**config.mk**
```make
export PLATFORM = sky130hd
export DESIGN_NAME = receive_sequence_window_unit_flat
export DESIGN_NICKNAME = d
export VERILOG_FILES = /design/src/hw/rtl/rsw_pkg.sv /design/src/hw/rtl/rsw_req_if.sv /design/src/hw/rtl/rsw_res_if.sv /design/src/hw/rtl/receive_sequence_window_unit.sv /design/src/hw/rtl/rsw_window.sv /design/src/flat_wrapper.sv
export SDC_FILE = /design/constraint.sdc
export NUM_CORES = 1
export LEC_CHECK = 0
export ABC_AREA = 1
export BUFFER_PORTS_ARGS = -buffer_cell sky130_fd_sc_hd__buf_2
export CAP_MARGIN = 15
export CORE_MARGIN = 2
export CORE_UTILIZATION = 58
export CTS_BUF_LIST = sky130_fd_sc_hd__clkbuf_2 sky130_fd_sc_hd__clkbuf_4 sky130_fd_sc_hd__clkbuf_8
export CTS_CLUSTER_DIAMETER = 40
export DETAILED_ROUTE_END_ITERATION = 12
export PLACE_DENSITY = 0.88
export SLEW_MARGIN = 40
export SYNTH_ARGS = -nofsm -noshare
export SYNTH_HDL_FRONTEND = slang
export SYNTH_HIERARCHICAL = 1
export SYNTH_SLANG_ARGS = --single-unit
```
**constraint.sdc**
```tcl
create_clock -name clk_i -period 5.99 [get_ports clk_i]
set_clock_uncertainty 0.15 [all_clocks]
set_input_delay 0.2995 -clock clk_i [delete_from_list [all_inputs] [get_ports clk_i]]
set_output_delay 0.2995 -clock clk_i [all_outputs]
set_load 0.01 [all_outputs]
```
**src/hw/rtl/rsw_pkg.sv**
```systemverilog
// Shared types and constants for the receive sequence window.
// Used by the channel interfaces, rsw_window and receive_sequence_window_unit.
package rsw_pkg;

  localparam int unsigned SEQ_W       = 16;
  localparam int unsigned BITMAP_W    = 64;
  localparam int unsigned WINDOW_SIZE = 64;
  localparam int unsigned SHIFT_W     = $clog2(BITMAP_W);

  // Half of the sequence range: the serial-compare boundary
  localparam logic [SEQ_W-1:0] HalfRange = SEQ_W'(1) << (SEQ_W - 1);
  localparam logic [SEQ_W-1:0] WindowLen = SEQ_W'(WINDOW_SIZE);

  // One result as produced by the window logic
  typedef struct packed {
    logic                is_new;
    logic                extended_ack_needed;
    logic [SEQ_W-1:0]    extended_ack_sequence;
    logic [SEQ_W-1:0]    ack_sequence;
    logic [BITMAP_W-1:0] ack_bits;
  } rsw_result_t;

endpackage

```
**src/hw/rtl/rsw_req_if.sv**
```systemverilog
// Request channel: one received sequence number per request.
// Depends on rsw_pkg for the field width.
interface rsw_req_if;
  logic                    valid;
  logic                    ready;
  logic [rsw_pkg::SEQ_W-1:0] sequence_req;

  modport source (output valid, output sequence_req, input ready);
  modport sink   (input valid, input sequence_req, output ready);
endinterface

```
**src/hw/rtl/rsw_res_if.sv**
```systemverilog
// Result channel: new/duplicate verdict and the acknowledgement fields.
// Depends on rsw_pkg for the field widths.
interface rsw_res_if;
  logic                         valid;
  logic                         ready;
  logic                         is_new;
  logic                         extended_ack_needed;
  logic [rsw_pkg::SEQ_W-1:0]    extended_ack_sequence;
  logic [rsw_pkg::SEQ_W-1:0]    ack_sequence;
  logic [rsw_pkg::BITMAP_W-1:0] ack_bits;

  modport source (
    output valid, output is_new, output extended_ack_needed,
    output extended_ack_sequence, output ack_sequence, output ack_bits,
    input ready
  );
  modport sink (
    input valid, input is_new, input extended_ack_needed,
    input extended_ack_sequence, input ack_sequence, input ack_bits,
    output ready
  );
endinterface

```
**src/hw/rtl/receive_sequence_window_unit.sv**
```systemverilog
// Receive sequence window: duplicate detection over 16-bit wrapping sequences.
// Requests pass through the input register, then the result register.
// Throughput: one request per cycle while the result side is not stalling.
// Reset (rst_ni low, async): window empty, both registers empty, no result valid.
// Depends on rsw_pkg, rsw_req_if, rsw_res_if and rsw_window.
module receive_sequence_window_unit (
  input  logic      clk_i,
  input  logic      rst_ni,
  rsw_req_if.sink   req_i,
  rsw_res_if.source res_o
);
  import rsw_pkg::*;

  logic             in_valid_q;
  logic [SEQ_W-1:0] in_seq_q;
  logic             res_valid_q;
  rsw_result_t      res_q;
  rsw_result_t      res_d;
  logic             advance;
  logic             step;

  // Result register frees when empty or being taken
  assign advance     = !res_valid_q || res_o.ready;
  assign step        = in_valid_q && advance;
  assign req_i.ready = !in_valid_q || advance;

  // Input register: hold the request until it can be processed
  always_ff @(posedge clk_i or negedge rst_ni) begin
    if (!rst_ni) begin
      in_valid_q <= 1'b0;
    end else if (req_i.ready) begin
      in_valid_q <= req_i.valid;
    end
  end

  always_ff @(posedge clk_i) begin
    if (req_i.ready && req_i.valid) begin
      in_seq_q <= req_i.sequence_req;
    end
  end

  rsw_window u_window (
    .clk_i    (clk_i),
    .rst_ni   (rst_ni),
    .update_i (step),
    .seq_i    (in_seq_q),
    .result_o (res_d)
  );

  // Result register
  always_ff @(posedge clk_i or negedge rst_ni) begin
    if (!rst_ni) begin
      res_valid_q <= 1'b0;
    end else if (advance) begin
      res_valid_q <= in_valid_q;
    end
  end

  always_ff @(posedge clk_i) begin
    if (step) begin
      res_q <= res_d;
    end
  end

  assign res_o.valid                 = res_valid_q;
  assign res_o.is_new                = res_q.is_new;
  assign res_o.extended_ack_needed   = res_q.extended_ack_needed;
  assign res_o.extended_ack_sequence = res_q.extended_ack_sequence;
  assign res_o.ack_sequence          = res_q.ack_sequence;
  assign res_o.ack_bits              = res_q.ack_bits;

`ifndef NO_ASSERTIONS
  // A packet flagged for extended ack is never reported as new
  a_ext_not_new: assert property (@(posedge clk_i) disable iff (!rst_ni)
    res_valid_q |-> !(res_q.is_new && res_q.extended_ack_needed))
    else $error("result both new and extended ack");

  // Extended ack sequence reads zero unless flagged
  a_ext_seq_zero: assert property (@(posedge clk_i) disable iff (!rst_ni)
    (res_valid_q && !res_q.extended_ack_needed) |-> (res_q.extended_ack_sequence == '0))
    else $error("extended ack sequence without flag");

  // A pending request waits in the input register while the result stalls
  a_in_hold: assert property (@(posedge clk_i) disable iff (!rst_ni)
    (in_valid_q && !advance) |=> (in_valid_q && $stable(in_seq_q)))
    else $error("pending request dropped during stall");
`endif

endmodule

```
**src/hw/rtl/rsw_window.sv**
```systemverilog
// Window state (latest sequence, bitmap) and the per-request decision logic.
// Depends on rsw_pkg.
module rsw_window (
  input  logic                       clk_i,
  input  logic                       rst_ni,
  input  logic                       update_i,
  input  logic [rsw_pkg::SEQ_W-1:0]  seq_i,
  output rsw_pkg::rsw_result_t       result_o
);
  import rsw_pkg::*;

  logic                seen_q, seen_d;
  logic [SEQ_W-1:0]    latest_q, latest_d;
  logic [BITMAP_W-1:0] bitmap_q, bitmap_d;

  logic [SEQ_W-1:0]    diff_up;
  logic [SEQ_W-1:0]    diff_dn;
  logic [SHIFT_W-1:0]  shamt;
  logic [SHIFT_W-1:0]  old_idx;
  logic [BITMAP_W-1:0] old_bit;
  logic                is_newer;
  logic                is_new;
  logic                ext_needed;

  // Serial distances both ways; a gap of exactly half the range counts as newer
  // only when the new sequence is numerically above the latest
  assign diff_up  = seq_i - latest_q;
  assign diff_dn  = latest_q - seq_i;
  assign is_newer = (diff_up != '0) &&
                    ((diff_up < HalfRange) || ((diff_up == HalfRange) && (seq_i > latest_q)));
  assign shamt    = diff_up[SHIFT_W-1:0];
  assign old_idx  = SHIFT_W'(diff_dn - SEQ_W'(1));
  assign old_bit  = BITMAP_W'(1) << old_idx;

  // Classify the request and form the next window
  always_comb begin
    seen_d     = seen_q;
    latest_d   = latest_q;
    bitmap_d   = bitmap_q;
    is_new     = 1'b0;
    ext_needed = 1'b0;
    if (!seen_q) begin
      seen_d   = 1'b1;
      latest_d = seq_i;
      bitmap_d = '0;
      is_new   = 1'b1;
    end else if (is_newer) begin
      latest_d = seq_i;
      is_new   = 1'b1;
      if (diff_up == HalfRange) begin
        bitmap_d = bitmap_q;
      end else if (diff_up >= WindowLen) begin
        bitmap_d = '0;
      end else begin
        bitmap_d = (bitmap_q << shamt) | (BITMAP_W'(1) << (shamt - SHIFT_W'(1)));
      end
    end else if (diff_up == '0) begin
      is_new = 1'b0;
    end else if (diff_dn <= WindowLen) begin
      if ((bitmap_q & old_bit) == '0) begin
        bitmap_d = bitmap_q | old_bit;
        is_new   = 1'b1;
      end
    end else begin
      ext_needed = 1'b1;
    end
  end

  always_comb begin
    result_o.is_new                = is_new;
    result_o.extended_ack_needed   = ext_needed;
    result_o.extended_ack_sequence = ext_needed ? seq_i : '0;
    result_o.ack_sequence          = latest_d;
    result_o.ack_bits              = bitmap_d;
  end

  // Commit the window when the request moves into the result register
  always_ff @(posedge clk_i or negedge rst_ni) begin
    if (!rst_ni) begin
      seen_q   <= 1'b0;
      latest_q <= '0;
      bitmap_q <= '0;
    end else if (update_i) begin
      seen_q   <= seen_d;
      latest_q <= latest_d;
      bitmap_q <= bitmap_d;
    end
  end

`ifndef NO_ASSERTIONS
  // Once a packet is seen the window never returns to empty
  a_seen_sticky: assert property (@(posedge clk_i) disable iff (!rst_ni)
    seen_q |=> seen_q)
    else $error("window lost its first-packet mark");

  // An ignored request leaves the window untouched
  a_hold_idle: assert property (@(posedge clk_i) disable iff (!rst_ni)
    !update_i |=> ($stable(latest_q) && $stable(bitmap_q)))
    else $error("window changed without a request");

  // Extended ack requests never change the window
  a_ext_no_change: assert property (@(posedge clk_i) disable iff (!rst_ni)
    (update_i && ext_needed) |=> ($stable(latest_q) && $stable(bitmap_q)))
    else $error("extended ack request altered the window");
`endif

endmodule

```
**src/flat_wrapper.sv**
```systemverilog
// flat-port wrapper written by rule: the top's interface ports become plain ports
module receive_sequence_window_unit_flat import rsw_pkg::*;
  (clk_i, rst_ni, req_i_valid, req_i_sequence_req, req_i_ready, res_o_valid, res_o_is_new, res_o_extended_ack_needed, res_o_extended_ack_sequence, res_o_ack_sequence, res_o_ack_bits, res_o_ready);
  rsw_req_if req_i_i ();
  rsw_res_if res_o_i ();
  input  logic clk_i;
  input  logic rst_ni;
  input wire logic [$bits(req_i_i.valid)-1:0] req_i_valid;
  input wire logic [$bits(req_i_i.sequence_req)-1:0] req_i_sequence_req;
  output wire logic [$bits(req_i_i.ready)-1:0] req_i_ready;
  output wire logic [$bits(res_o_i.valid)-1:0] res_o_valid;
  output wire logic [$bits(res_o_i.is_new)-1:0] res_o_is_new;
  output wire logic [$bits(res_o_i.extended_ack_needed)-1:0] res_o_extended_ack_needed;
  output wire logic [$bits(res_o_i.extended_ack_sequence)-1:0] res_o_extended_ack_sequence;
  output wire logic [$bits(res_o_i.ack_sequence)-1:0] res_o_ack_sequence;
  output wire logic [$bits(res_o_i.ack_bits)-1:0] res_o_ack_bits;
  input wire logic [$bits(res_o_i.ready)-1:0] res_o_ready;
  assign req_i_i.valid = req_i_valid;
  assign req_i_i.sequence_req = req_i_sequence_req;
  assign req_i_ready = req_i_i.ready;
  assign res_o_valid = res_o_i.valid;
  assign res_o_is_new = res_o_i.is_new;
  assign res_o_extended_ack_needed = res_o_i.extended_ack_needed;
  assign res_o_extended_ack_sequence = res_o_i.extended_ack_sequence;
  assign res_o_ack_sequence = res_o_i.ack_sequence;
  assign res_o_ack_bits = res_o_i.ack_bits;
  assign res_o_i.ready = res_o_ready;
  receive_sequence_window_unit u_core (.clk_i(clk_i), .rst_ni(rst_ni), .req_i(req_i_i), .res_o(res_o_i));
endmodule
```
# Word-level counts from Yosys, hierarchy flattened
# Index checks and enable logic that the tools add are counted.
[totals]
out_inout_bits = 100
latch_bits = 0
inputBits = 20
ramBits = 0
mem_bits_ro = 0
reg_bits = 197
n_memories = 0
wordCells = 56
[op_classes]
n_addsub = 4
div = 0
n_mul = 0
shift = 3
eq_ne = 1
bitwise_logic = 4
n_lt_le_gt_ge = 4
n_reduce_logical = 13
muxes = 16
[ops]
columns = ["operator", "n"]
rows = [
  ["64-bit 2-to-1 mux", 7],
  ["64-bit OR", 2],
  ["1-bit by 6-bit << shifter with 64-bit output (first input constant)", 2],
  ["64-bit AND", 1],
  ["64-bit logical NOT", 1],
  ["64-bit by 6-bit << shifter with 64-bit output", 1],
  ["16-bit 2-to-1 mux", 2],
  ["16-bit subtractor", 2],
  ["16-bit == test (second input constant)", 1],
  ["16-bit by 7-bit >= comparator with 1-bit output (second input constant)", 1],
  ["16-bit > comparator", 1],
  ["16-bit by 7-bit <= comparator with 1-bit output (second input constant)", 1],
  ["16-bit logical NOT", 1],
  ["16-bit less-than comparator (second input constant)", 1],
  ["16-bit nonzero test", 1],
  ["6-bit by 1-bit subtractor with 6-bit output (second input constant)", 2],
  ["1-bit 2-to-1 mux", 7],
  ["1-bit logical AND", 4],
  ["1-bit logical OR", 3],
  ["1-bit logical NOT", 2],
  ["2-bit OR reduction", 1],
  ["1-bit inverter", 1],
]

# Logic depth before layout (Yosys ltp)
[logic_depth]
depth_word = 10
mapped_depth = 25
ltp_nobuf = 23

# By module
# The synthesis kept the hierarchy.
[by_module_without_submodules]
columns = ["mod", "seq_area_each_um2", "area_per_inst_um2", "cells_per_inst", "instances"]
rows = [
  ["rsw_window", 2026.9, 14538.9, 2868, 1],
  ["receive_sequence_window_unit", 3473.3, 3518.4, 126, 1],
]

# Worst setup path after synthesis
# No wires, ideal clock.
[synth_path]
kind = "flip-flop to flip-flop"
from = "register u_core.res_valid_q (netlist: u_core/res_o.valid)"
to = "register u_core.u_window.bitmap_q[56]"
n_path_buf = 2
setup_time_ps = 66
slack_ps = -332
t_arrival_ps = 6107
path_stages_with_launch = 6
cell_sequence = "dfrtp_1 -> a21oi_1 -> clkbuf_1 -> buf_1 -> nand4_1 -> nand2_1"
[synth_via]
elab_chain_cells = 3
[synth_lines]
columns = ["element", "line_no", "source"]
rows = [
  ["start: declaration", "receive_sequence_window_unit.sv:16", "logic res_valid_q;"],
  ["start signal: assignment", "receive_sequence_window_unit.sv:55", "res_valid_q <= in_valid_q;"],
  ["1-bit logical NOT", "receive_sequence_window_unit.sv:23", "assign advance = !res_valid_q || res_o.ready;"],
  ["1-bit logical OR", "receive_sequence_window_unit.sv:23", ""],
  ["1-bit logical AND", "receive_sequence_window_unit.sv:24", "assign step = in_valid_q && advance;"],
  ["named net u_core.step", "receive_sequence_window_unit.sv:20", "logic step;"],
  ["end signal: assignment", "rsw_window.sv:86", "bitmap_q <= bitmap_d;"],
  ["end: declaration", "rsw_window.sv:14", "logic [BITMAP_W-1:0] bitmap_q, bitmap_d;"],
]
# The timed path passes the listed nets, and every way through them passes these cells.
# A chain may end at the register's enable or synchronous reset.

==> flow_summary.json <==
{
  "status": "finished clean",
  "gp_congestion": 1.067,
  "synthMuxAreaShare_pct": 0,
  "dieWidth_um": 180.4,
  "gr-total-overflow": 0,
  "grt_usage_pct": 45.55,
  "synth_top_family_by_area": "simple AND/OR/NAND/NOR gates",
  "crit_chain": "inv_1 > ha_1 > nand2_1 > nand2_1 > inv_2 > nand2_1 > nand2_1 > nand2_1 > nand2_1 > nand2_1 > nand2_2 > inv_2 > nand3_1 > nand3b_4 > nand2_4 > nand2_8 > nor3_4 > inv_2 > nor2_1",
  "end_kind": "flip-flop",
  "holdWs_ns": 0.08086,
  "synth_area_leader_cell": "nand2_1",
  "drt-total-wl_mm": 75.41,
  "synthAdderAreaFrac_pct": 2.370,
  "ant_nets": 0,
  "clkTransAtPathRegs_ns": 0.11,
  "synth_simple_gate_area_share_pct": 50.59,
  "place_inst": 3362,
  "drtPass1Iterations": 7,
  "h-tree-depth": 4,
  "reg2reg_to": "u_core/res_o.extended_ack_sequence[2]",
  "final.setup.tns_ns": 0,
  "cp_num_buf_inv": 4,
  "grt_pass1_wl_mm": 114.5,
  "vias": 21370,
  "max_slew_margin_pct": 43.96,
  "grt_pass1_vias": 19770,
  "synth_edf_count": 114,
  "die_h_um": 180.4,
  "netlist_area_um2": 18060,
  "crit_slowest_cell": "nand3b_4",
  "syn_nets": 3047,
  "crit_family": "simple AND/OR/NAND/NOR gates",
  "fin_crit_ns": 5.044,
  "rsz0062_at_grt": "no",
  "cts_buffer_depth": 2,
  "fmax_mhz": 198.2,
  "r2r_cells": 19,
  "worst_pin_slew_ns": 0.8376,
  "setup_violations": 0,
  "critPathMaxStageDelay_ns": 0.53,
  "seq_area_frac_synth_pct": 30.46,
  "arrival_ns": 5.24,
  "ys.flop_type": "edfxtp_1",
  "drt_iter0_drc": 3271,
  "drive_gt1_share_pct": 9.407,
  "die_area_um2": 32560,
  "start_kind": "flip-flop",
  "dp_hpwl_mm": 54.67,
  "slew_violations": 0,
  "fin_nets": 3059,
  "avgSynthCellArea_um2": 6.031,
  "max_cap_violations": 0,
  "synth_top_area_share_pct": 27.27,
  "cp_data_required_time_ns": 6.19,
  "ys_top_cells_by_area": "nand2_1 (27%), edfxtp_1 (19%), nand3_1 (14%)",
  "routedWlPerCell_um": 22.07,
  "cts_num_sinks": 197,
  "core_um2": 30590,
  "final-hold-violation-count": 0,
  "ys_ff_latch": 197,
  "r2r-start": "u_core/in_seq_q[2]",
  "cts_tree": "built",
  "regToRegSetupSlack_ns": 0.95,
  "initial_core_util_pct": 59.03,
  "synth-xor-area-share_pct": 0.04850,
  "drc_errors": 0,
  "clk_latency_ns": 0.53,
  "ys.warnings.count": 6,
  "area_delta_synth_final_pct": 6.589,
  "yosysMostFrequentCell": "nand2_1",
  "critPathMaxFanout": 63,
  "cp_common_cell": "nand2_1",
  "ys_async_sr_fraction_pct": 42.13,
  "synth_cell_types": 47,
  "antenna_found_initial": 1,
  "placementRows": 64,
  "vias_per_cell": 6.255,
  "synth_compound_area_share_pct": 7.040,
  "path_class": "flip-flop to flip-flop",
  "finalCritPeriodShare_pct": 84.21,
  "syn-instance-count": 2994,
  "finalNonFillerCells": 3417,
  "portBuffers": 119,
  "hp-class": "input port to asynchronous set/reset pin",
  "ys_top_cells_by_count": "nand2_1 (1312), nand3_1 (488), inv_1 (211)",
  "postCtsSetupBuffers": 0,
  "grt_max_degree": 180,
  "root_buffer": "clkbuf_8",
  "cts_buffers": 17,
  "ios": 120
}
## layout by cell type, fill, tap and decap left out, types with 3 or more instances in the layout
| master | n |
|---|---|
| nand3_2 | 4 |
| dlygate4sd3_1 | 20 |
| clkbuf_8 | 18 |
| inv_6 | 5 |
| a31oi_1 | 26 |
| or2_2 | 7 |
| nand3b_1 | 3 |
| nor2_4 | 7 |
| inv_2 | 18 |
| nand4_1 | 70 |
| o21a_1 | 8 |
| buf_4 | 25 |
| buf_12 | 4 |
| nor3_1 | 15 |
| inv_1 | 211 |
| nand2_1 | 1309 |
| buf_2 | 118 |
| o211ai_1 | 16 |
| ha_1 | 30 |
| nor2_1 | 183 |
| o22ai_1 | 6 |
| o21ai_2 | 16 |
| nand3_1 | 488 |
| a21oi_1 | 45 |
| and2_1 | 10 |
| o2111ai_1 | 4 |
| o21ai_0 | 84 |
| edfxtp_1 | 114 |
| nor3_2 | 3 |
| nand2_2 | 14 |
| dfrtp_1 | 82 |
| nor2_2 | 21 |
## layout make-up
| type | instances | area, um2 |
|---|---|---|
| antenna | 2 | 5.005 |
| sequential | 197 | 5502 |
| clock buffer | 19 | 255.2 |
| tap | 396 | 495.5 |
| timing repair buffer | 169 | 1097 |
| clock inverter | 13 | 138.9 |
| fill | 2907 | 11340 |
| inverter | 232 | 874.6 |
| multi-input combinational | 2389 | 10880 |
## timing repair
action,in CTS,in global routing
endpoints found under the hold margin,43,0
hold buffers,20,0
resized for setup,0,0
## cells by family (layout without fill, tap and decap cells)
| family | Yosys count | after routing |
|---|---|---|
| flops | 197 | 197 |
| compound gates | 214 | 214 |
| fa+ha+maj | 33 | 33 |
| other cells | 0 | 2 |
| buf+inv | 408 | 433 |
| xor+xnor | 1 | 1 |
| simple gates | 2141 | 2141 |
## state kept, by name, summed over array words and instances, names as in the netlist
signal / cells
u_core/res_o.extended_ack_needed: 1
u_core/u_window/latest_q: 16
u_core/res_o.extended_ack_sequence: 16
u_core/in_valid_q: 1
u_core/res_o.ack_bits: 64
u_core/in_seq_q: 16
u_core/res_o.valid: 1
u_core/res_o.is_new: 1
u_core/res_o.ack_sequence: 16
u_core/u_window/bitmap_q: 64
u_core/u_window/seen_q: 1
## metrics by stage
step | util (%) | cell area [um2] | worst slack [ns]
final | 62.92 | 19250 | 0.9458
after global routing | 62.90 | 19240 | 0.6310
after CTS | 62.80 | 19210 | 1.139
after detailed placement | 60.86 | 18620 | 1.213
after global placement | 60.78 | 18590 | 1.410
after floorplan | - | 18060 | 1.770
## how the worst max path moves through the flow
stage                             startpoint                                     to  cells past startpoint
after floorplan                  res_o_ready           u_core/u_window/bitmap_q[56]                      6
after global placement    u_core/in_seq_q[2]  u_core/res_o.extended_ack_sequence[1]                     17
after detailed placement  u_core/in_seq_q[0]  u_core/res_o.extended_ack_sequence[2]                     17
after CTS                 u_core/in_seq_q[0]  u_core/res_o.extended_ack_sequence[2]                     17
after global routing      u_core/in_seq_q[2]  u_core/res_o.extended_ack_sequence[2]                     19
final                     u_core/in_seq_q[2]  u_core/res_o.extended_ack_sequence[2]                     19
## routing by layer
layer,GRT usage [%],wire length (um),up-vias,share of wire [%]
met2,69.21,33040,1486,44
met5,0,0,-,0
li1,-,-,9753,-
met1,58.74,28200,9858,37
met3,10.69,9029,276,12
met4,28.29,5133,0,6.8
Power is not shown: default switching activity piles up to over one toggle a cycle in this logic, so the estimate is an artifact.
